`config.mk`:
```
export PLATFORM = sky130hd
export DESIGN_NAME = tpsd_cordic_stage
export DESIGN_NICKNAME = d
export VERILOG_FILES = /design/src/design/three_step_phase_shift_decode_unit_macros.svh /design/src/design/tpsd_pkg.sv /design/src/design/tpsd_cordic_stage.sv
export SDC_FILE = /design/constraint.sdc
export NUM_CORES = 1
export LEC_CHECK = 0
export BUFFER_PORTS_ARGS = -buffer_cell sky130_fd_sc_hd__buf_4
export CORE_MARGIN = 3
export CORE_UTILIZATION = 48
export DETAILED_ROUTE_END_ITERATION = 10
export PLACE_DENSITY = 0.74
export SYNTH_ARGS = -nofsm -noshare
export SYNTH_HDL_FRONTEND = slang
export SYNTH_SLANG_ARGS = --single-unit
```
`constraint.sdc`:
```
create_clock -name clock -period 13.5 [get_ports clock]
set_clock_uncertainty 0.2 [all_clocks]
set_input_delay 0.675 -clock clock [delete_from_list [all_inputs] [get_ports clock]]
set_output_delay 0.675 -clock clock [all_outputs]
set_load 0.01 [all_outputs]
```
`src/design/three_step_phase_shift_decode_unit_macros.svh`:
```
// ----------------------------------------------------------------------------
// Assertion macros for the three-step phase-shift decode unit
// Concurrent assertion wrappers that compile away when SYNTH is defined.
// ----------------------------------------------------------------------------
`ifndef THREE_STEP_PHASE_SHIFT_DECODE_UNIT_MACROS_SVH
`define THREE_STEP_PHASE_SHIFT_DECODE_UNIT_MACROS_SVH
`ifndef SYNTH
`define TPSD_ASSERT_IMPLY(name, clk, rst, ante, cons, msg) \
   name: assert property (@(posedge clk) disable iff (rst) (ante) |-> (cons)) \
      else $error(msg);
`define TPSD_ASSERT_NEXT(name, clk, rst, ante, cons, msg) \
   name: assert property (@(posedge clk) disable iff (rst) (ante) |=> (cons)) \
      else $error(msg);
`else
`define TPSD_ASSERT_IMPLY(name, clk, rst, ante, cons, msg)
`define TPSD_ASSERT_NEXT(name, clk, rst, ante, cons, msg)
`endif
`endif

```
`src/design/tpsd_pkg.sv`:
```
// ----------------------------------------------------------------------------
// Three-step phase-shift decode package
// Word types, fixed-point constants and the arctangent table.
// ----------------------------------------------------------------------------
package tpsd_pkg;

   localparam int ANG_FRAC     = 16;
   localparam int CORDIC_STEPS = 20;
   localparam int NUM_W        = 9;
   localparam int DEN_W        = 10;
   localparam int SQRT3_W      = 18;
   localparam int XY_W         = 29;
   localparam int ANG_W        = 27;
   localparam int PHASE_W      = 15;

   localparam logic signed [SQRT3_W-1:0] SQRT3_Q16 = 18'sd113512;

   localparam logic signed [ANG_W-1:0] ANGLE_90    = 27'sd5898240;
   localparam logic signed [ANG_W-1:0] ANGLE_180   = 27'sd11796480;
   localparam logic signed [ANG_W-1:0] ANGLE_270   = 27'sd17694720;
   localparam logic signed [ANG_W-1:0] ANGLE_360   = 27'sd23592960;
   localparam logic signed [ANG_W-1:0] ANGLE_LIMIT = 27'sd23560192;

   localparam int ATAN_DEG_Q16 [CORDIC_STEPS] = '{
      2949120, 1740967, 919879, 466945, 234379, 117304, 58666, 29335,
      14668, 7334, 3667, 1833, 917, 458, 229, 115, 57, 29, 14, 7
   };

   typedef enum logic [2:0] {
      SEL_CORDIC,
      SEL_ZERO,
      SEL_QUARTER,
      SEL_HALF,
      SEL_THREE_QUARTER,
      SEL_NO_MOD
   } angle_sel_type;

   typedef struct packed {
      angle_sel_type sel;
      logic          half_turn;
   } meta_type;

   typedef struct packed {
      logic signed [XY_W-1:0]  x;
      logic signed [XY_W-1:0]  y;
      logic signed [ANG_W-1:0] z;
   } cordic_type;

   typedef struct packed {
      logic [7:0] intensity_first;
      logic [7:0] intensity_second;
      logic [7:0] intensity_third;
   } req_type;

   typedef struct packed {
      logic [PHASE_W-1:0] phase_angle;
      logic               no_modulation;
   } rsp_type;

endpackage

```
`src/design/tpsd_cordic_stage.sv`:
```
// ----------------------------------------------------------------------------
// CORDIC stage
// One registered vectoring-mode rotation with a fixed shift amount.
// ----------------------------------------------------------------------------
module tpsd_cordic_stage #(
   parameter int STEP = 0
) (
   input  logic                 clock,
   input  logic                 reset,
   input  logic                 up_valid,
   output logic                 up_stall,
   input  tpsd_pkg::cordic_type up_vec,
   input  tpsd_pkg::meta_type   up_meta,
   output logic                 dn_valid,
   input  logic                 dn_stall,
   output tpsd_pkg::cordic_type dn_vec,
   output tpsd_pkg::meta_type   dn_meta
);
   import tpsd_pkg::*;

   localparam logic signed [ANG_W-1:0] ATAN_STEP = ANG_W'(ATAN_DEG_Q16[STEP]);

   logic                   valid_ff;
   cordic_type             vec_ff, vec_in;
   meta_type               meta_ff;
   logic signed [XY_W-1:0] dx;
   logic signed [XY_W-1:0] dy;

   always_comb begin
      dx = up_vec.y >>> STEP;
      dy = up_vec.x >>> STEP;
      if (!up_vec.y[XY_W-1] && up_vec.y != '0) begin
         vec_in.x = up_vec.x + dx;
         vec_in.y = up_vec.y - dy;
         vec_in.z = up_vec.z + ATAN_STEP;
      end else begin
         vec_in.x = up_vec.x - dx;
         vec_in.y = up_vec.y + dy;
         vec_in.z = up_vec.z - ATAN_STEP;
      end
   end

   assign up_stall = valid_ff && dn_stall;

   always_ff @(posedge clock) begin
      if (reset) begin
         valid_ff <= 1'b0;
      end else if (!up_stall) begin
         valid_ff <= up_valid;
      end
   end

   always_ff @(posedge clock) begin
      if (!up_stall && up_valid) begin
         vec_ff  <= vec_in;
         meta_ff <= up_meta;
      end
   end

   assign dn_valid = valid_ff;
   assign dn_vec   = vec_ff;
   assign dn_meta  = meta_ff;

endmodule

```
==> impl_metrics.tcl <==
set metrics [dict create \
    clk_latency_ns 0.34 \
    drt-pass1-iter-count 5 \
    synth_edf_count 88 \
    drtAntennaViolNets 0 \
    cts_setup_buffers 0 \
    holdPathStages 2 \
    nets 1207 \
    htree_levels 3 \
    drcViolationCount 0 \
    cap_violations 0 \
    min_to "dn_valid" \
    dp_hpwl_mm 17.20 \
    yosys_warnings 0 \
    required_ns 13.40 \
    io_pins 184 \
    grt_pass1_vias 6449 \
    ys.flop_type "edfxtp_1" \
    combPwrFrac_pct 35.1 \
    die_area_sq_um 17770 \
    stdcell_area_sq_um 9615 \
    placed_cell_area_sq_um 9290 \
    crit_chain "buf_4 -> nor4_1 -> nand4_1 -> nor2_1 -> nor2_4 -> inv_1 -> buf_4 -> ha_1 -> a21boi_0 -> o21ai_0 -> nand2b_1 -> a21o_1 -> a21oi_1 -> o21ai_0 -> xnor2_1" \
    grtUsageTotal_pct 23.86 \
    switchingPower_mw 0.3206 \
    cp-end-kind "register" \
    critPathKind "in -> reg" \
    cts-root-buf "clkbuf_16" \
    coreArea_sq_um 15540 \
    yosysSeqAreaShare_pct 34.22 \
    worst_pin_slew_ns 0.8478 \
    grt-ovfl-total 0 \
    max-vdd-ir-drop_mv 0.06328 \
    postCtsResizedCells 0 \
    drt-total-wl_mm 22.09 \
    drt-initial-drc-count 655 \
    portBuffers 183 \
    tns_ns 0 \
    startpoint_type "primary input" \
    die_w_microns 133.3 \
    hold_start "reset" \
    setup_violations 0 \
    synth_seq_cells 89 \
    drive_above_1_share_pct 22.41 \
    initial_core_util_pct 50.06 \
    final_hold_viol_count 0 \
    final_common_cell "buf_4" \
    async_flop_share_pct 0 \
    synthCells 856 \
    swShare_pct 32.59 \
    path_clk_slew_ns 0.06 \
    p_int_mw 0.6631 \
    timing.rr.end "dn_vec[45]" \
    period_share_pct 30.27 \
    p_leak_nw 4.355 \
    synth.avg_cell_area_sq_um 9.089 \
    worst_path_max_delay_cell "nor4_1" \
    cts_tree "done" \
    slew_viol_final 0 \
    grt_max_degree 64 \
    slowest_delay_ns 0.56 \
    cp_data_arrival_time_ns 3.98 \
    r2r_start "dn_valid" \
    reg2reg_depth 3 \
    seq_power_share_pct 36.6 \
    clock_path_buffers 2 \
    place_inst 1217 \
    post-route-min-period_ns 4.087 \
    power_density_nw_per_um2 102.3 \
    cts_hold_buf 0 \
    vias 6935 \
    area_growth_pct 23.59 \
    antenna_found_initial 0 \
    synth_nets 1046 \
    fillers 1383 \
    final_cell_mix "buf_4 (186), a21oi_1 (104), inv_1 (97)" \
    die_h_microns 133.3 \
    grt_pass1_wl_mm 34.04 \
    diodes 0 \
    gp_congestion 0.9706 \
    via_per_inst 5.624 \
    max-slew-margin-rel_pct 43.36 \
    status "finished, final reports clean" \
    clkPwrFrac_pct 28.3 \
    cts_buffers 9 \
    worstHoldPathType "in -> reg" \
    critPathMaxFanout 52 \
    ys_types 69 \
    r2r_slack_ns 10.96 \
    cts_sinks 89 \
    power_mw 0.9837 \
    fmaxAchievable_ghz 0.2447 \
    rsz0062_at_grt "no" \
    rows 45 \
    routedWlPerCell_microns 17.92 \
    syn_area_sq_um 7780 \
    fin_cells 1233 \
]
state kept, by name (all words and copies together) (netlist names):
register,count
dn_vec,84
dn_meta,4
dn_valid,1
area by class of cell:
type                       instances  area [sq um]  share of cell area, %
timing repair buffer             186          1396                  14.52
tap                              211         264.0                  2.746
clock inverter                     7         100.1                  1.041
multi-input combinational        634          4603                  47.87
clock buffer                       9         225.2                  2.342
inverter                          97         364.1                  3.787
sequential                        89          2663                  27.69
worst max path at each step:
stage | startpoint | endpoint | slack [ns]
2_1_floorplan | dn_stall | dn_meta[0] | 7.97
3_3_place_gp | up_vec[39] | dn_vec[26] | 9.14
3_5_place_dp | up_vec[30] | dn_vec[26] | 9.09
4_1_cts | up_vec[30] | dn_vec[26] | 9.45
5_1_grt | up_vec[30] | dn_vec[26] | 9.11
6_report | up_vec[30] | dn_vec[26] | 9.41
synth_stat cells, drive strengths merged (5+ instances only):
library cell  number  area, sq um
a21oi            108        555.5
inv               97        364.1
ha                93         1164
edfxtp            88         2643
nor2              74        277.8
o21ai             52        275.3
xnor2             49        429.2
nand2             42        157.7
a21o              22        165.2
buf               21        108.9
clkbuf            15        56.30
xor2              15        131.4
o21bai            14        105.1
nor3              11        60.06
nor4              11        68.82
mux2i             10        100.1
a211oi             9        67.56
nand2b             9        56.30
nand3              9        45.04
a31oi              7        43.79
nand4              7        43.79
nor2b              7        43.79
a221oi             6        52.55
o21a               6        46.30
o31ai              6        45.04
a21boi             5        37.54
and2               5        31.28
metrics by stage:
step,util [%],setup slack [ns],hold WS (ns)
finish,61.88,9.413,0.2756
global route,61.88,9.105,0.2736
CTS,61.88,9.453,0.2666
detailed placement,59.78,9.093,0.4631
global placement,59.78,9.144,0.4487
floorplan,-,7.969,0.4797
cell families after synthesis:
| family | count (synthesis) | synth area share [%] |
|---|---|---|
| flip-flops | 89 | 34.22 |
| AO/OA/AOI/OAI | 273 | 22.87 |
| AND/OR/NAND/NOR | 190 | 11.63 |
| buffers and inverters | 133 | 6.803 |
| adder cells (fa/ha/maj) | 97 | 15.99 |
| multiplexers | 10 | 1.287 |
| XOR/XNOR | 64 | 7.205 |
critical path: cells and delay by family:
family / cells / cell delay, ns
xor+xnor: 1 / 0.14
simple gates: 5 / 1.21
compound gates: 5 / 0.85
fa+ha+maj: 1 / 0.37
buf+inv: 3 / 0.73
layer usage:
layer	vias to the layer above	global-route usage, %	part of all wire [%]
met3	27	4.305	8.0
met2	318	38.60	46
met5	-	0	0
met1	3231	32.97	44
met4	0	6.800	1.8
li1	3359	-	-
power groups by stage:
stage / Sequential (mW) / Combinational, mW / Clock (mW)
floorplan: 0.384 / 0.194 / 0
global placement: 0.366 / 0.337 / 0
detailed placement: 0.366 / 0.340 / 0
CTS: 0.360 / 0.342 / 0.283
global route: 0.363 / 0.374 / 0.291
finish: 0.360 / 0.345 / 0.278
(Power assumes the default switching activity.)
