--- config.mk ---
export PLATFORM = sky130hd
export DESIGN_NAME = tpsd_front
export DESIGN_NICKNAME = d
export VERILOG_FILES = /design/src/design/three_step_phase_shift_decode_unit_macros.svh /design/src/design/tpsd_pkg.sv /design/src/design/tpsd_front.sv
export SDC_FILE = /design/constraint.sdc
export NUM_CORES = 1
export LEC_CHECK = 0
export ABC_AREA = 1
export BUFFER_PORTS_ARGS = -buffer_cell sky130_fd_sc_hd__buf_4
export CORE_MARGIN = 8
export CORE_UTILIZATION = 28
export CTS_CLUSTER_DIAMETER = 120
export DETAILED_ROUTE_END_ITERATION = 10
export GPL_TIMING_DRIVEN = 1
export PLACE_DENSITY = 0.44
export SYNTH_ARGS = -nofsm -noshare
export SYNTH_HDL_FRONTEND = slang
export SYNTH_SLANG_ARGS = --single-unit
--- constraint.sdc ---
create_clock -name clock -period 11.4 [get_ports clock]
set_input_delay 2.85 -clock clock [delete_from_list [all_inputs] [get_ports clock]]
set_output_delay 2.85 -clock clock [all_outputs]
set_load 0.01 [all_outputs]
--- src/design/three_step_phase_shift_decode_unit_macros.svh ---
// ----------------------------------------------------------------------------
// Assertion macros for the three-step phase-shift decode unit
// Concurrent assertion wrappers that compile away when SYNTH is defined.
// ----------------------------------------------------------------------------
`ifndef THREE_STEP_PHASE_SHIFT_DECODE_UNIT_MACROS_SVH
`define THREE_STEP_PHASE_SHIFT_DECODE_UNIT_MACROS_SVH
`ifndef SYNTH
`define TPSD_ASSERT_IMPLY(name, clk, rst, ante, cons, msg) \
   name: assert property (@(posedge clk) disable iff (rst) (ante) |-> (cons)) \
      else $error(msg);
`define TPSD_ASSERT_NEXT(name, clk, rst, ante, cons, msg) \
   name: assert property (@(posedge clk) disable iff (rst) (ante) |=> (cons)) \
      else $error(msg);
`else
`define TPSD_ASSERT_IMPLY(name, clk, rst, ante, cons, msg)
`define TPSD_ASSERT_NEXT(name, clk, rst, ante, cons, msg)
`endif
`endif

--- src/design/tpsd_pkg.sv ---
// ----------------------------------------------------------------------------
// Three-step phase-shift decode package
// Word types, fixed-point constants and the arctangent table.
// ----------------------------------------------------------------------------
package tpsd_pkg;

   localparam int ANG_FRAC     = 16;
   localparam int CORDIC_STEPS = 20;
   localparam int NUM_W        = 9;
   localparam int DEN_W        = 10;
   localparam int SQRT3_W      = 18;
   localparam int XY_W         = 29;
   localparam int ANG_W        = 27;
   localparam int PHASE_W      = 15;

   localparam logic signed [SQRT3_W-1:0] SQRT3_Q16 = 18'sd113512;

   localparam logic signed [ANG_W-1:0] ANGLE_90    = 27'sd5898240;
   localparam logic signed [ANG_W-1:0] ANGLE_180   = 27'sd11796480;
   localparam logic signed [ANG_W-1:0] ANGLE_270   = 27'sd17694720;
   localparam logic signed [ANG_W-1:0] ANGLE_360   = 27'sd23592960;
   localparam logic signed [ANG_W-1:0] ANGLE_LIMIT = 27'sd23560192;

   localparam int ATAN_DEG_Q16 [CORDIC_STEPS] = '{
      2949120, 1740967, 919879, 466945, 234379, 117304, 58666, 29335,
      14668, 7334, 3667, 1833, 917, 458, 229, 115, 57, 29, 14, 7
   };

   typedef enum logic [2:0] {
      SEL_CORDIC,
      SEL_ZERO,
      SEL_QUARTER,
      SEL_HALF,
      SEL_THREE_QUARTER,
      SEL_NO_MOD
   } angle_sel_type;

   typedef struct packed {
      angle_sel_type sel;
      logic          half_turn;
   } meta_type;

   typedef struct packed {
      logic signed [XY_W-1:0]  x;
      logic signed [XY_W-1:0]  y;
      logic signed [ANG_W-1:0] z;
   } cordic_type;

   typedef struct packed {
      logic [7:0] intensity_first;
      logic [7:0] intensity_second;
      logic [7:0] intensity_third;
   } req_type;

   typedef struct packed {
      logic [PHASE_W-1:0] phase_angle;
      logic               no_modulation;
   } rsp_type;

endpackage

--- src/design/tpsd_front.sv ---
// ----------------------------------------------------------------------------
// Front stage
// Forms numerator and denominator, folds the left half plane and classifies.
// ----------------------------------------------------------------------------
module tpsd_front (
   input  logic                clock,
   input  logic                reset,
   input  logic                up_valid,
   output logic                up_stall,
   input  tpsd_pkg::req_type   up_word,
   output logic                dn_valid,
   input  logic                dn_stall,
   output tpsd_pkg::cordic_type dn_vec,
   output tpsd_pkg::meta_type  dn_meta
);
   import tpsd_pkg::*;

   logic                              valid_ff;
   cordic_type                        vec_ff, vec_in;
   meta_type                          meta_ff, meta_in;
   logic signed [NUM_W-1:0]           num;
   logic signed [DEN_W-1:0]           den;
   logic signed [DEN_W-1:0]           den_mag;
   logic signed [NUM_W-1:0]           num_adj;
   logic signed [NUM_W+SQRT3_W-1:0]   prod;

   always_comb begin
      num = $signed({1'b0, up_word.intensity_first}) - $signed({1'b0, up_word.intensity_third});
      den = $signed({1'b0, up_word.intensity_second, 1'b0})
            - $signed({2'b00, up_word.intensity_first})
            - $signed({2'b00, up_word.intensity_third});
      den_mag = den[DEN_W-1] ? -den : den;
      num_adj = den[DEN_W-1] ? -num : num;
      prod    = num_adj * SQRT3_Q16;
      vec_in.x = {{(XY_W-DEN_W-ANG_FRAC){1'b0}}, den_mag, {ANG_FRAC{1'b0}}};
      vec_in.y = XY_W'(prod);
      vec_in.z = '0;
      meta_in.half_turn = den[DEN_W-1];
      if (num == '0 && den == '0) begin
         meta_in.sel = SEL_NO_MOD;
      end else if (num == '0) begin
         meta_in.sel = den[DEN_W-1] ? SEL_HALF : SEL_ZERO;
      end else if (den == '0) begin
         meta_in.sel = num[NUM_W-1] ? SEL_THREE_QUARTER : SEL_QUARTER;
      end else begin
         meta_in.sel = SEL_CORDIC;
      end
   end

   assign up_stall = valid_ff && dn_stall;

   always_ff @(posedge clock) begin
      if (reset) begin
         valid_ff <= 1'b0;
      end else if (!up_stall) begin
         valid_ff <= up_valid;
      end
   end

   always_ff @(posedge clock) begin
      if (!up_stall && up_valid) begin
         vec_ff  <= vec_in;
         meta_ff <= meta_in;
      end
   end

   assign dn_valid = valid_ff;
   assign dn_vec   = vec_ff;
   assign dn_meta  = meta_ff;

endmodule

==> summary.md <==
| Metric | Value |
|---|---|
| Share of layout cells above drive strength 1 | 0.167 |
| HPWL Detailed | roughly 11000 um |
| Core Footprint | 0.0202 mm^2 |
| Part of the Yosys area used for sequential elements | 0.201 |
| Total gr overflow | 0 |
| Num CTS Buffers | 5 |
| Clock slew at reported path FFs | approximately 60 ps |
| Compound-Gate Fraction of Synth Area | 0.0617 |
| Final Max Slew Viols | 0 |
| Asr flop ratio synth | 0 |
| Drt drc | 0 |
| Number of iterations in the first detailed-routing pass | 4 |
| Die Wd | roughly 160 um |
| Num Clock Sinks | 39 |
| Die Y-Extent | approximately 160 um |
| Crit-path max cell delay | between 500 and 600 ps |
| Multiplexer area fraction after synthesis | 0 |
| Diode count | 0 |
| Worst skew pair latency | 280 ps |
| Post-Synth Simple-Gate Area | 0.160 |
| Number of vias per cell | between 4 and 5 |
| Cells after Synth | 666 |
| Final Util | 0.326 |
| Worst slew margin | 0.283 |
| #FFs+latches synth | 39 |
| Global-route wire length before repair | 21900 um |
| Max Cap Viol | 0 |
| Number of global-route vias before repair | about 4400 |
| IO Count | between 100 and 150 |
| Total Wirelength | roughly 13000 um |
| XOR/XNOR share of the synthesized area | 0.0435 |
| CP Capture Type | flop |
| Core Rows | 52 |
| Synth Area per Inst | roughly 8.7 um^2 |
| Post-CTS Hold Fix Bufs | 0 |
| Slowest cell on crit path | fa_1 |
| Final hold violation count | 0 |
| Hold/Removal Path Class | flop to flop |
| Largest net degree at the start of global routing | 39 |
| Root buffer cell | clkbuf_16 |
| Kind of critical path | input port to flop |
| Min cycle time layout | between 9000 and 10000 ps |
| Post-synth EDFFs | 38 |
| Dominant synthesized flop cell | edfxtp_1 |
| PortBufs | 69 |
| Main combinational cell family by area after synthesis | adder cells |
| Netlist Area Pre-Place | about 0.0058 mm^2 |
| Commonest non-fill, non-tap cell in the layout | inv_1 |
| Number of distinct library cells after synthesis | 45 |
| Htree depth | 2 |
| Critical Path RT | about 11000 ps |
| Status | finished clean |
| TritonCTS clock tree | yes |
| Post-cts resize count | 0 |
| P&R area growth vs syn | 14.1% |
| Clk buf depth | 2 |
| Ys Warns | 0 |
| RSZ-0062 raised after global routing | false |
| Final Skew | 3.22 ps |
| DRT antenna net count | 0 |
| Setup violators final | 0 |
| DR vias | ~4200 |
| Wire length per cell | 12.7 um |
| Crit share post-route | 0.815 |
| Adder-Cell Fraction of Synth Area | 0.365 |
| Actual slew at the worst max-slew pin | approximately 1100 ps |
| Antenna violations before repair | 0 |
| Crit path max fanout | 18 |
| Most used cell, CP | inv_1 |
| Final setup TNS | 0 ps |
| CP Launch Type | input port |
| Initial Util | 0.286 |
| Routability Congestion | between 0.8 and 0.9 |
| R2R Setup Slk | a little under 10000 ps |
| Post CTS Setup Buffer Count | 0 |
| Crit path DAT | between 9000 and 10000 ps |
| DRT iter0 DRCs | ~170 |
| FMAX | between 100 and 150 MHz |
| Total GRT Usage | 0.103 |
| Most frequent cells in the layout | inv_1, nand2_1, ha_1 |
| Final net count | approximately 900 |
| Die area | between 0.02 and 0.03 mm^2 |
-- cell type report --
type	instances	area, um^2
multi-input combinational	469	3830
fill	2146	13600
clock inverter	2	35.0
clock buffer	6	139
sequential	39	1160
tap	270	338
timing repair buffer	69	518
inverter	152	573
-- worst max-delay path: cells and delay by family --
kind,cells,cell delay [ps]
AOI/OAI and AO/OA,5,1400
and+or+nand+nor,7,730
buffers and inverters,8,620
xor gates and xnor gates,1,160
adders and majority gates,8,3550
-- routing by layer --
layer / share of wire / vias to the layer above / track usage
met5: 0 / - / 0
met4: 0.010 / 0 / 0.0249
met3: 0.028 / 4 / 0.0118
met2: 0.46 / 82 / 0.173
met1: 0.50 / 1934 / 0.138
li1: - / 2130 / -
-- metrics by stage --
step / instance area (um^2) / hold WS (ps) / worst slack, ps / instances
2_1_floorplan: 5960 / 492 / 2660 / 714
5_1_grt: 6600 / 533 / 1600 / 1007
3_3_place_gp: 6420 / 481 / 1690 / 999
3_5_place_dp: 6420 / 477 / 1740 / 999
6_report: 6600 / 479 / 2110 / 1007
4_1_cts: 6600 / 487 / 2060 / 1007
-- synthesized netlist by cell type (2+ instances only) --
master    number  share of area
inv_1        145          0.094
nand2_1       93          0.060
ha_1          90           0.19
buf_4         51          0.066
fa_1          49           0.17
edfxtp_1      38           0.20
nor2_1        34          0.022
nand3_1       28          0.024
a21oi_1       22          0.019
xor2_1        18          0.027
nand2_2       13          0.014
o21ai_0       11         0.0095
xnor2_1        7          0.011
inv_2          6         0.0039
nand3_2        6          0.010
nand4_1        5         0.0054
nor2_2         5         0.0054
o21ai_2        5         0.0076
nor3_1         4         0.0035
o21bai_1       4         0.0052
a21o_1         3         0.0039
a21oi_2        3         0.0045
a221oi_1       2         0.0030
clkbuf_1       2         0.0013
nand3b_1       2         0.0026
-- cell families (layout without fill, tap and decap cells) --
| logic type | Yosys count | in the layout |
|---|---|---|
| AO/OA/AOI/OAI | 57 | 57 |
| XOR/XNOR | 27 | 27 |
| adder cells (fa/ha/maj) | 139 | 139 |
| buffers and inverters | 206 | 229 |
| flip-flops | 39 | 39 |
| other | 1 | 49 |
| AND/OR/NAND/NOR | 197 | 197 |
-- state kept, by name, indices dropped and copies added (netlist names) --
signal / count
dn_meta: 4
dn_vec: 34
dn_valid: 1
-- path summary, 6_finish.rpt --
| path | startpoint | cells past startpoint | to |
|---|---|---|---|
| min | dn_valid | 2 | dn_valid |
| max reg2reg | dn_valid | 3 | dn_vec[43] |
| min reg2reg | dn_valid | 2 | dn_valid |
| max | up_word[2] | 29 | dn_vec[51] |
Power is not shown: default switching activity piles up to over one toggle a cycle in this logic, so the estimate is an artifact.
