--- config.mk ---
export PLATFORM = sky130hd
export DESIGN_NAME = tpsd_back
export DESIGN_NICKNAME = d
export VERILOG_FILES = /design/src/design/three_step_phase_shift_decode_unit_macros.svh /design/src/design/tpsd_pkg.sv /design/src/design/tpsd_back.sv
export SDC_FILE = /design/constraint.sdc
export NUM_CORES = 1
export LEC_CHECK = 0
export ABC_AREA = 1
export BUFFER_PORTS_ARGS = -buffer_cell sky130_fd_sc_hd__buf_2
export CAP_MARGIN = 20
export CORE_UTILIZATION = 38
export CTS_CLUSTER_SIZE = 14
export DETAILED_ROUTE_END_ITERATION = 10
export GPL_ROUTABILITY_DRIVEN = 0
export HOLD_SLACK_MARGIN = 0.08
export PLACE_DENSITY = 0.66
export SYNTH_ARGS = -nofsm -noshare
export SYNTH_HDL_FRONTEND = slang
export SYNTH_SLANG_ARGS = --single-unit
--- constraint.sdc ---
create_clock -name clock -period 3 [get_ports clock]
set_input_delay 0.6 -clock clock [delete_from_list [all_inputs] [get_ports clock]]
set_output_delay 0.6 -clock clock [all_outputs]
set_load 0.01 [all_outputs]
--- src/design/three_step_phase_shift_decode_unit_macros.svh ---
// ----------------------------------------------------------------------------
// Assertion macros for the three-step phase-shift decode unit
// Concurrent assertion wrappers that compile away when SYNTH is defined.
// ----------------------------------------------------------------------------
`ifndef THREE_STEP_PHASE_SHIFT_DECODE_UNIT_MACROS_SVH
`define THREE_STEP_PHASE_SHIFT_DECODE_UNIT_MACROS_SVH
`ifndef SYNTH
`define TPSD_ASSERT_IMPLY(name, clk, rst, ante, cons, msg) \
   name: assert property (@(posedge clk) disable iff (rst) (ante) |-> (cons)) \
      else $error(msg);
`define TPSD_ASSERT_NEXT(name, clk, rst, ante, cons, msg) \
   name: assert property (@(posedge clk) disable iff (rst) (ante) |=> (cons)) \
      else $error(msg);
`else
`define TPSD_ASSERT_IMPLY(name, clk, rst, ante, cons, msg)
`define TPSD_ASSERT_NEXT(name, clk, rst, ante, cons, msg)
`endif
`endif

--- src/design/tpsd_pkg.sv ---
// ----------------------------------------------------------------------------
// Three-step phase-shift decode package
// Word types, fixed-point constants and the arctangent table.
// ----------------------------------------------------------------------------
package tpsd_pkg;

   localparam int ANG_FRAC     = 16;
   localparam int CORDIC_STEPS = 20;
   localparam int NUM_W        = 9;
   localparam int DEN_W        = 10;
   localparam int SQRT3_W      = 18;
   localparam int XY_W         = 29;
   localparam int ANG_W        = 27;
   localparam int PHASE_W      = 15;

   localparam logic signed [SQRT3_W-1:0] SQRT3_Q16 = 18'sd113512;

   localparam logic signed [ANG_W-1:0] ANGLE_90    = 27'sd5898240;
   localparam logic signed [ANG_W-1:0] ANGLE_180   = 27'sd11796480;
   localparam logic signed [ANG_W-1:0] ANGLE_270   = 27'sd17694720;
   localparam logic signed [ANG_W-1:0] ANGLE_360   = 27'sd23592960;
   localparam logic signed [ANG_W-1:0] ANGLE_LIMIT = 27'sd23560192;

   localparam int ATAN_DEG_Q16 [CORDIC_STEPS] = '{
      2949120, 1740967, 919879, 466945, 234379, 117304, 58666, 29335,
      14668, 7334, 3667, 1833, 917, 458, 229, 115, 57, 29, 14, 7
   };

   typedef enum logic [2:0] {
      SEL_CORDIC,
      SEL_ZERO,
      SEL_QUARTER,
      SEL_HALF,
      SEL_THREE_QUARTER,
      SEL_NO_MOD
   } angle_sel_type;

   typedef struct packed {
      angle_sel_type sel;
      logic          half_turn;
   } meta_type;

   typedef struct packed {
      logic signed [XY_W-1:0]  x;
      logic signed [XY_W-1:0]  y;
      logic signed [ANG_W-1:0] z;
   } cordic_type;

   typedef struct packed {
      logic [7:0] intensity_first;
      logic [7:0] intensity_second;
      logic [7:0] intensity_third;
   } req_type;

   typedef struct packed {
      logic [PHASE_W-1:0] phase_angle;
      logic               no_modulation;
   } rsp_type;

endpackage

--- src/design/tpsd_back.sv ---
// ----------------------------------------------------------------------------
// Back stages
// Restores the quadrant, wraps the angle, rounds and holds the result word.
// ----------------------------------------------------------------------------
module tpsd_back #(
   parameter int PHASE_FRACTION_BITS = 6
) (
   input  logic                 clock,
   input  logic                 reset,
   input  logic                 up_valid,
   output logic                 up_stall,
   input  tpsd_pkg::cordic_type up_vec,
   input  tpsd_pkg::meta_type   up_meta,
   output logic                 dn_valid,
   input  logic                 dn_stall,
   output tpsd_pkg::rsp_type    dn_word
);
   import tpsd_pkg::*;

   localparam int SHIFT = ANG_FRAC - PHASE_FRACTION_BITS;
   localparam logic [ANG_W-1:0] ROUND_HALF = ANG_W'(2 ** (SHIFT - 1));

   logic                    wrap_valid_ff;
   logic                    wrap_stall;
   logic signed [ANG_W-1:0] ang_ff, ang_in;
   logic                    no_mod_ff;
   logic                    out_valid_ff;
   rsp_type                 out_ff, out_in;
   logic [ANG_W-1:0]        ang_kept;
   logic [ANG_W-1:0]        rounded;
   logic [ANG_W-1:0]        shifted;

   always_comb begin
      case (up_meta.sel)
         SEL_CORDIC: begin
            if (up_meta.half_turn) begin
               ang_in = up_vec.z + ANGLE_180;
            end else if (up_vec.z[ANG_W-1]) begin
               ang_in = up_vec.z + ANGLE_360;
            end else begin
               ang_in = up_vec.z;
            end
         end
         SEL_QUARTER:       ang_in = ANGLE_90;
         SEL_HALF:          ang_in = ANGLE_180;
         SEL_THREE_QUARTER: ang_in = ANGLE_270;
         default:           ang_in = '0;
      endcase
   end

   assign wrap_stall = wrap_valid_ff && out_valid_ff && dn_stall;
   assign up_stall   = wrap_stall;

   always_ff @(posedge clock) begin
      if (reset) begin
         wrap_valid_ff <= 1'b0;
      end else if (!wrap_stall) begin
         wrap_valid_ff <= up_valid;
      end
   end

   always_ff @(posedge clock) begin
      if (!wrap_stall && up_valid) begin
         ang_ff    <= ang_in;
         no_mod_ff <= (up_meta.sel == SEL_NO_MOD);
      end
   end

   always_comb begin
      ang_kept = (ang_ff > ANGLE_LIMIT) ? '0 : $unsigned(ang_ff);
      rounded  = ang_kept + ROUND_HALF;
      shifted  = rounded >> SHIFT;
      out_in.phase_angle   = shifted[PHASE_W-1:0];
      out_in.no_modulation = no_mod_ff;
   end

   always_ff @(posedge clock) begin
      if (reset) begin
         out_valid_ff <= 1'b0;
      end else if (!(out_valid_ff && dn_stall)) begin
         out_valid_ff <= wrap_valid_ff;
      end
   end

   always_ff @(posedge clock) begin
      if (!(out_valid_ff && dn_stall) && wrap_valid_ff) begin
         out_ff <= out_in;
      end
   end

   assign dn_valid = out_valid_ff;
   assign dn_word  = out_ff;

endmodule

==> results of run 1 <==
## where the power goes
group / internal [mW] / switching (mW)
logic: 0.0697 / 0.116
clock network: 0.248 / 0.211
registers: 0.746 / 0.0196
## per-layer routing
| layer | global-route usage | vias to the layer above | wire length [um] |
|---|---|---|---|
| li1 | - | 1136 | - |
| met1 | 0.168 | 933 | 2090 |
| met2 | 0.238 | 65 | 2220 |
| met3 | 0.0272 | 13 | 245 |
| met4 | 0.0770 | 0 | 136 |
| met5 | 0 | - | 0 |
## registers in the layout, indices dropped and copies added, names as in the netlist
| register | cells |
|---|---|
| ang_ff | 27 |
| dn_word | 16 |
| dn_valid | 1 |
| no_mod_ff | 1 |
| wrap_valid_ff | 1 |
## cell type report
type,instances,area share
clock inverters,3,0.0146
repair buffers,54,0.0891
multi-input cells,205,0.323
inverters,65,0.0790
well taps,77,0.0312
flip-flops and latches,46,0.441
clock buffers,5,0.0223
## cells in the mapped netlist, drive strengths merged
cell type / number
a211oi: 1
a21oi: 13
buf: 2
clkbuf: 3
dfxtp: 2
edfxtp: 44
ha: 4
inv: 65
nand2: 64
nand3: 22
nand3b: 1
nand4: 6
nor2: 61
nor3: 2
o21ai: 16
o21bai: 1
o22ai: 2
o2bb2ai: 1
o311ai: 1
xnor2: 4
xor2: 6
## logic make-up after synthesis
group / synth area share
adders and majority gates: 0.0190
AOI/OAI and AO/OA: 0.0723
DFF: 0.518
xor gates and xnor gates: 0.0333
and+or+nand+nor: 0.255
buffers and inverters: 0.103
## path summary, 6_finish.rpt
path,from,endpoint,cells after the start
worst max-delay path,ang_ff[20],dn_word[10],14
worst min-delay path,no_mod_ff,dn_word[0],0
worst max register to register,ang_ff[20],dn_word[10],14
worst min register to register,no_mod_ff,dn_word[0],0
## through the flow
| step | total power [mW] | worst slack [ns] |
|---|---|---|
| after floorplan | 0.901 | 0.790 |
| after global placement | 0.962 | 0.484 |
| after detailed placement | 0.967 | 0.401 |
| after CTS | 1.42 | 0.361 |
| after global routing | 1.48 | 0.143 |
| final | 1.41 | 0.375 |
==> impl_metrics.ini, run 1 <==
[cells_and_area]
drive_above_1_share = 0.180
final_core_util = 0.473
mostFrequentLayoutCells = 65 x inv_1, 63 x nand2_1, 57 x nor2_1
area_growth_pct = 17.4
final_nets = 474
final_cells = 455
fillers = 659
seq_area_um2 = 1360
diodes = 0
final_common_cell = inv_1
final_area_um2 = 3090
multi_input_area_um2 = 997

[sta]
finalClockSkew_ns = 0.0118
final.setup.tns_ns = 0
hold-worst-slack_ns = 0.429
post-route-period-util = 0.875
setup_viol = 0
fmax_mhz = 381
timing.final.max_slew_violations = 0
hold_viol_final = 0
fin_crit_ns = 2.63
relSlewSlack = 0.573
tightest_slew_ns = 0.640
rsz0062_at_grt = false

[global_routing]
grt_pass1_vias = 1965
grtUsageTotal = 0.141
overflow = 0
grt_pass1_wl_um = 8140
grt_start_max_net_pins = 29
antenna_found_initial = 0

[clock_tree]
hold_buffers = 0
htree_levels = 2
cts_buffers = 5
clk_pin_slew_worst_paths_ns = 0.08
tritoncts = built
clk_path_buf_depth = 2
cts_setup_buffers = 0
cts.sinks = 46
insertion_delay_ns = 0.30
cts_resized = 0
cts_root_buf = clkbuf_8

[min_path]
hold_path_class = reg -> reg

[floorplan]
die-width_um = 85.2
std_cell_rows = 29
boundaryPins = 111
dieArea_um2 = 7260
initial_core_util = 0.403
die_y_um = 85.2
coreArea_um2 = 6530

[synthesis]
synth_cell_types = 26
synthTopCellsByArea = edfxtp_1 50%, inv_1 9.3%, nand2_1 9.0%, nor2_1 8.1%, nand3_1 4.0%
synth_top_cell_area_share = 0.502
yosysTopAreaCell = edfxtp_1
yosys_warnings = 0
ys_ff_latch = 46
syn_area_um2 = 2630
synth-seq-area-share = 0.518
syn-instance-count = 321
synth_nets = 418
postSynthAreaPerCell_um2 = 8.19

[detailed_routing]
post_drt_via_cell_ratio = 4.72
drt_pass1_iterations = 4
drt-total-wl_um = 4690
vias = 2147
wl_per_cell_um = 10.3
ant_nets = 0
drc = 0
drt-initial-drc-count = 98

[status]
status = completed

[placed_design]
placed_area_um2 = 2970
place_inst = 447
io_buffers = 52
dpl.hpwl_um = 3610

[power]
ir_drop_mv = 0.156
power_per_cell_area_nw_per_um2 = 457
leakage_nw = 1.43

[worst_setup_path]
reg2reg_slack_ns = 0.37
cp.buffers_inverters = 2
critPathTopFamily = simple AND/OR/NAND/NOR gates
cp_common_cell = nand2_1
slowest_delay_ns = 0.48
cp.required_ns = 3.05
path_max_fanout = 27
cp.arrival_ns = 2.68
crit_slowest_cell = edfxtp_1
path_class = reg -> reg
crit_path_start_kind = register
crit_chain = inv_1 -> nand2_1 -> nor2_1 -> nand2_1 -> nor2_1 -> nand2_1 -> nand3_4 -> inv_1 -> nor2_1 -> ha_1 -> nand4_1 -> nor2_4 -> nand2_1 -> xor2_1
endpoint_kind = register

[flow_run]
maxCapViolCount = 0
Power figures use the tool's default switching activity.
==> inputs of run 2 (changes only) <==
==> constraint.sdc (replaced) <==
create_clock -name clock -period 3.3 [get_ports clock]
set_input_delay 0.66 -clock clock [delete_from_list [all_inputs] [get_ports clock]]
set_output_delay 0.66 -clock clock [all_outputs]
set_load 0.01 [all_outputs]
==> impl_metrics.ini, run 2 (same netlist as run 1, synthesis figures left out) <==
[status]
status = completed

[cells_and_area]
mostFrequentLayoutCells = 65 x inv_1, 63 x nand2_1, 57 x nor2_1
diodes = 0
final_common_cell = inv_1
final_area_um2 = 3090
final_nets = 474
area_growth_pct = 17.4
largest-register = ang_ff
fillers = 646
largest_reg_flops = 27
drive_above_1_share = 0.180

[sta]
tightest_slew_ns = 0.616
fmax_mhz = 390
post-route-period-util = 0.777
final.setup.tns_ns = 0
relSlewSlack = 0.589
worst_slack_ns = 0.737
rsz0062_at_grt = false
timing.final.max_slew_violations = 0
fin_crit_ns = 2.56
hold_viol_final = 0
setup_viol = 0
finalClockSkew_ns = 0.00591

[detailed_routing]
post_drt_via_cell_ratio = 4.68
drc = 0
drt-total-wl_um = 4670
wl_per_cell_um = 10.3
drt-initial-drc-count = 99
drt_pass1_iterations = 4
ant_nets = 0
vias = 2129

[worst_setup_path]
timing.critical_path.from = ang_ff[20]
timing.rr.start = ang_ff[20]
r2r-end = dn_word[10]
endpoint_kind = register
worstSetupEndpoint = dn_word[10]
r2r_cells = 14
crit_path_start_kind = register
path_class = reg -> reg
reg2reg_slack_ns = 0.74
cp.required_ns = 3.35
path_max_fanout = 27
cp.arrival_ns = 2.62

[placed_design]
placed_area_um2 = 2970
dpl.hpwl_um = 3620
io_buffers = 52
place_ws_ns = 0.731

[power]
ir_drop_mv = 0.139
power_per_cell_area_nw_per_um2 = 413
leakage_nw = 1.43

[min_path]
hold_path_depth = 0
hold_path_class = reg -> reg

[floorplan]
die-width_um = 85.2
boundaryPins = 111
std_cell_rows = 29
coreArea_um2 = 6530
dieArea_um2 = 7260
initial_core_util = 0.403
die_y_um = 85.2

[global_routing]
grt_pass1_wl_um = 8180
grt_start_max_net_pins = 29
antenna_found_initial = 0
grt_pass1_vias = 2005
grtUsageTotal = 0.142
overflow = 0

[clock_tree]
cts_root_buf = clkbuf_8
cts_resized = 0
htree_levels = 2
clk_pin_slew_worst_paths_ns = 0.08
hold_buffers = 0
cts_buffers = 5
cts_setup_buffers = 0
tritoncts = built
insertion_delay_ns = 0.30
clk_path_buf_depth = 2
cts.sinks = 46

[flow_run]
maxCapViolCount = 0
-- run 2: stage by stage --
stage / instances / util / hold WS, ns / total power [mW]
after global routing: 455 / 0.473 / 0.441 / 1.34
after floorplan: 321 / - / 0.400 / 0.819
after CTS: 455 / 0.473 / 0.425 / 1.29
final: 455 / 0.473 / 0.425 / 1.28
after global placement: 447 / 0.455 / 0.405 / 0.875
after detailed placement: 447 / 0.455 / 0.409 / 0.879
-- run 2: how the worst min path moves through the flow --
stage	from	end	slack, ns
floorplan	no_mod_ff	dn_word[0]	0.40
global placement	no_mod_ff	dn_word[0]	0.40
detailed placement	no_mod_ff	dn_word[0]	0.41
CTS	no_mod_ff	dn_word[0]	0.42
global route	no_mod_ff	dn_word[0]	0.44
finish	no_mod_ff	dn_word[0]	0.42
-- run 2: area by class of cell --
class,count,area [um^2],area share
Clock inverter,3,45.0,0.0146
Sequential cell,46,1360,0.441
Inverter,65,244,0.0790
Timing Repair Buffer,54,275,0.0891
Tap cell,77,96.3,0.0312
Clock buffer,5,68.8,0.0223
Multi-Input combinational cell,205,997,0.323
-- run 2: worst max-delay path: stages (launching register included) --
cell,delay (ns)
edfxtp_1,0.48
inv_1,0.09
nand2_1,0.07
nor2_1,0.10
nand2_1,0.07
nor2_1,0.10
nand2_1,0.09
nand3_4,0.21
inv_1,0.12
nor2_1,0.13
ha_1,0.20
nand4_1,0.25
nor2_4,0.20
nand2_1,0.08
xor2_1,0.14
-- run 2: power by group --
part	total [mW]	switching [mW]	internal [mW]
logic	0.169	0.105	0.0632
clock network	0.411	0.186	0.225
registers	0.697	0.0182	0.678
total	1.28	0.310	0.967
-- run 2: per-layer routing --
layer  GRT usage  up-vias  share of wire
met2       0.246       65           0.48
met1       0.166      921           0.45
met3      0.0302        8          0.044
met5           0        -              0
met4      0.0724        0          0.019
li1            -     1135              -
==> inputs of run 3 (changes only) <==
==> constraint.sdc (replaced) <==
create_clock -name clock -period 2.5 [get_ports clock]
set_input_delay 0.5 -clock clock [delete_from_list [all_inputs] [get_ports clock]]
set_output_delay 0.5 -clock clock [all_outputs]
set_load 0.01 [all_outputs]
==> impl_metrics.ini, run 3 (same netlist as run 1, synthesis figures left out) <==
[worst_setup_path]
endpoint_kind = register
r2r_cells = 12
crit_path_start_kind = register
cp.required_ns = 2.55
path_class = reg -> reg
cp.arrival_ns = 2.32
path_max_fanout = 4

[sta]
hold-worst-slack_ns = 0.361
timing.final.max_slew_violations = 0
hold_viol_final = 0
finalClockSkew_ns = 0.0147
setup_viol = 0
final.setup.tns_ns = 0
fin_crit_ns = 2.28
rsz0062_at_grt = true
fmax_mhz = 439
relSlewSlack = 0.675
post-route-period-util = 0.910
tightest_slew_ns = 0.481

[global_routing]
grt_pass1_wl_um = 7960
grtUsageTotal = 0.138
overflow = 0
grt_start_max_net_pins = 29
grt_pass1_vias = 1932
antenna_found_initial = 0

[cells_and_area]
final_core_util = 0.477
seq_area_um2 = 1360
mostFrequentLayoutCells = 65 x inv_1, 63 x nand2_1, 56 x nor2_1
multi_input_area_um2 = 1000
final_cells = 461
largest-register = ang_ff
drive_above_1_share = 0.195
final_nets = 480
final_common_cell = inv_1
fillers = 657
area_growth_pct = 18.4
largest_reg_flops = 27
diodes = 0

[clock_tree]
cts.sinks = 46
insertion_delay_ns = 0.30
htree_levels = 2
clk_path_buf_depth = 2
clk_pin_slew_worst_paths_ns = 0.09
cts_root_buf = clkbuf_8
tritoncts = built
cts_buffers = 5

[floorplan]
die_y_um = 85.2
coreArea_um2 = 6530
std_cell_rows = 29
dieArea_um2 = 7260
die-width_um = 85.2
initial_core_util = 0.403
boundaryPins = 111

[placed_design]
place_inst = 449
dpl.hpwl_um = 3700
io_buffers = 52

[power]
power_mw = 1.60
power_per_cell_area_nw_per_um2 = 515
ir_drop_mv = 0.256
leakage_nw = 1.45

[detailed_routing]
drt_pass1_iterations = 5
post_drt_via_cell_ratio = 4.63
drt-initial-drc-count = 98
vias = 2133
drt-total-wl_um = 4700
ant_nets = 0
drc = 0
wl_per_cell_um = 10.2

[min_path]
hold_path_class = in -> reg
hold_path_depth = 2

[flow_run]
maxCapViolCount = 0

[status]
status = completed
run 3: final cells by class:
cell class,instances,area share
clock buffer,5,0.0221
inverter,65,0.0783
sequential,46,0.437
clock inverter,3,0.00763
multi-input combinational,205,0.321
timing repair buffer,60,0.103
tap,77,0.0309
run 3: metal layers:
metal	GRT usage	routed length (um)
met2	0.236	2220
met3	0.0272	178
met4	0.0693	103
met5	0	0
met1	0.166	2190
run 3: metrics by stage:
step	cell area [um^2]	setup WS, ns
floorplan	2630	0.290
global placement	2990	0.209
detailed placement	2990	0.171
CTS	3080	0.159
global route	3110	-0.0160
finish	3110	0.224
run 3: critical path, cell delays in order (launching register included):
cell      delay (ns)
edfxtp_1        0.42
nor2_2          0.15
nand2_1         0.06
o21ai_0         0.16
nand2_1         0.11
nand3_4         0.09
inv_1           0.06
nor2_1          0.09
ha_1            0.20
nand4_1         0.25
nor2_4          0.20
nand2_1         0.08
xor2_1          0.14
run 3: timing repair:
action,CTS,global route
setup buffers,0,4
endpoints found under the setup margin,0,6
hold buffers,0,0
gates resized for setup,0,1
run 3: path summary, 6_finish.rpt:
kind                                 endpoint       start  slack [ns]
worst min-delay path            wrap_valid_ff       reset        0.36
worst max register to register    dn_word[10]  ang_ff[26]        0.22
worst max-delay path              dn_word[10]  ang_ff[26]        0.22
worst min register to register     dn_word[0]   no_mod_ff        0.43
run 3: power breakdown:
group	total (mW)	switching [mW]	internal [mW]	leakage, nW
Sequential	0.919	0.0233	0.895	0.459
Combinational	0.232	0.142	0.0905	0.952
Clock	0.454	0.254	0.200	0.0408
Total	1.60	0.419	1.19	1.45
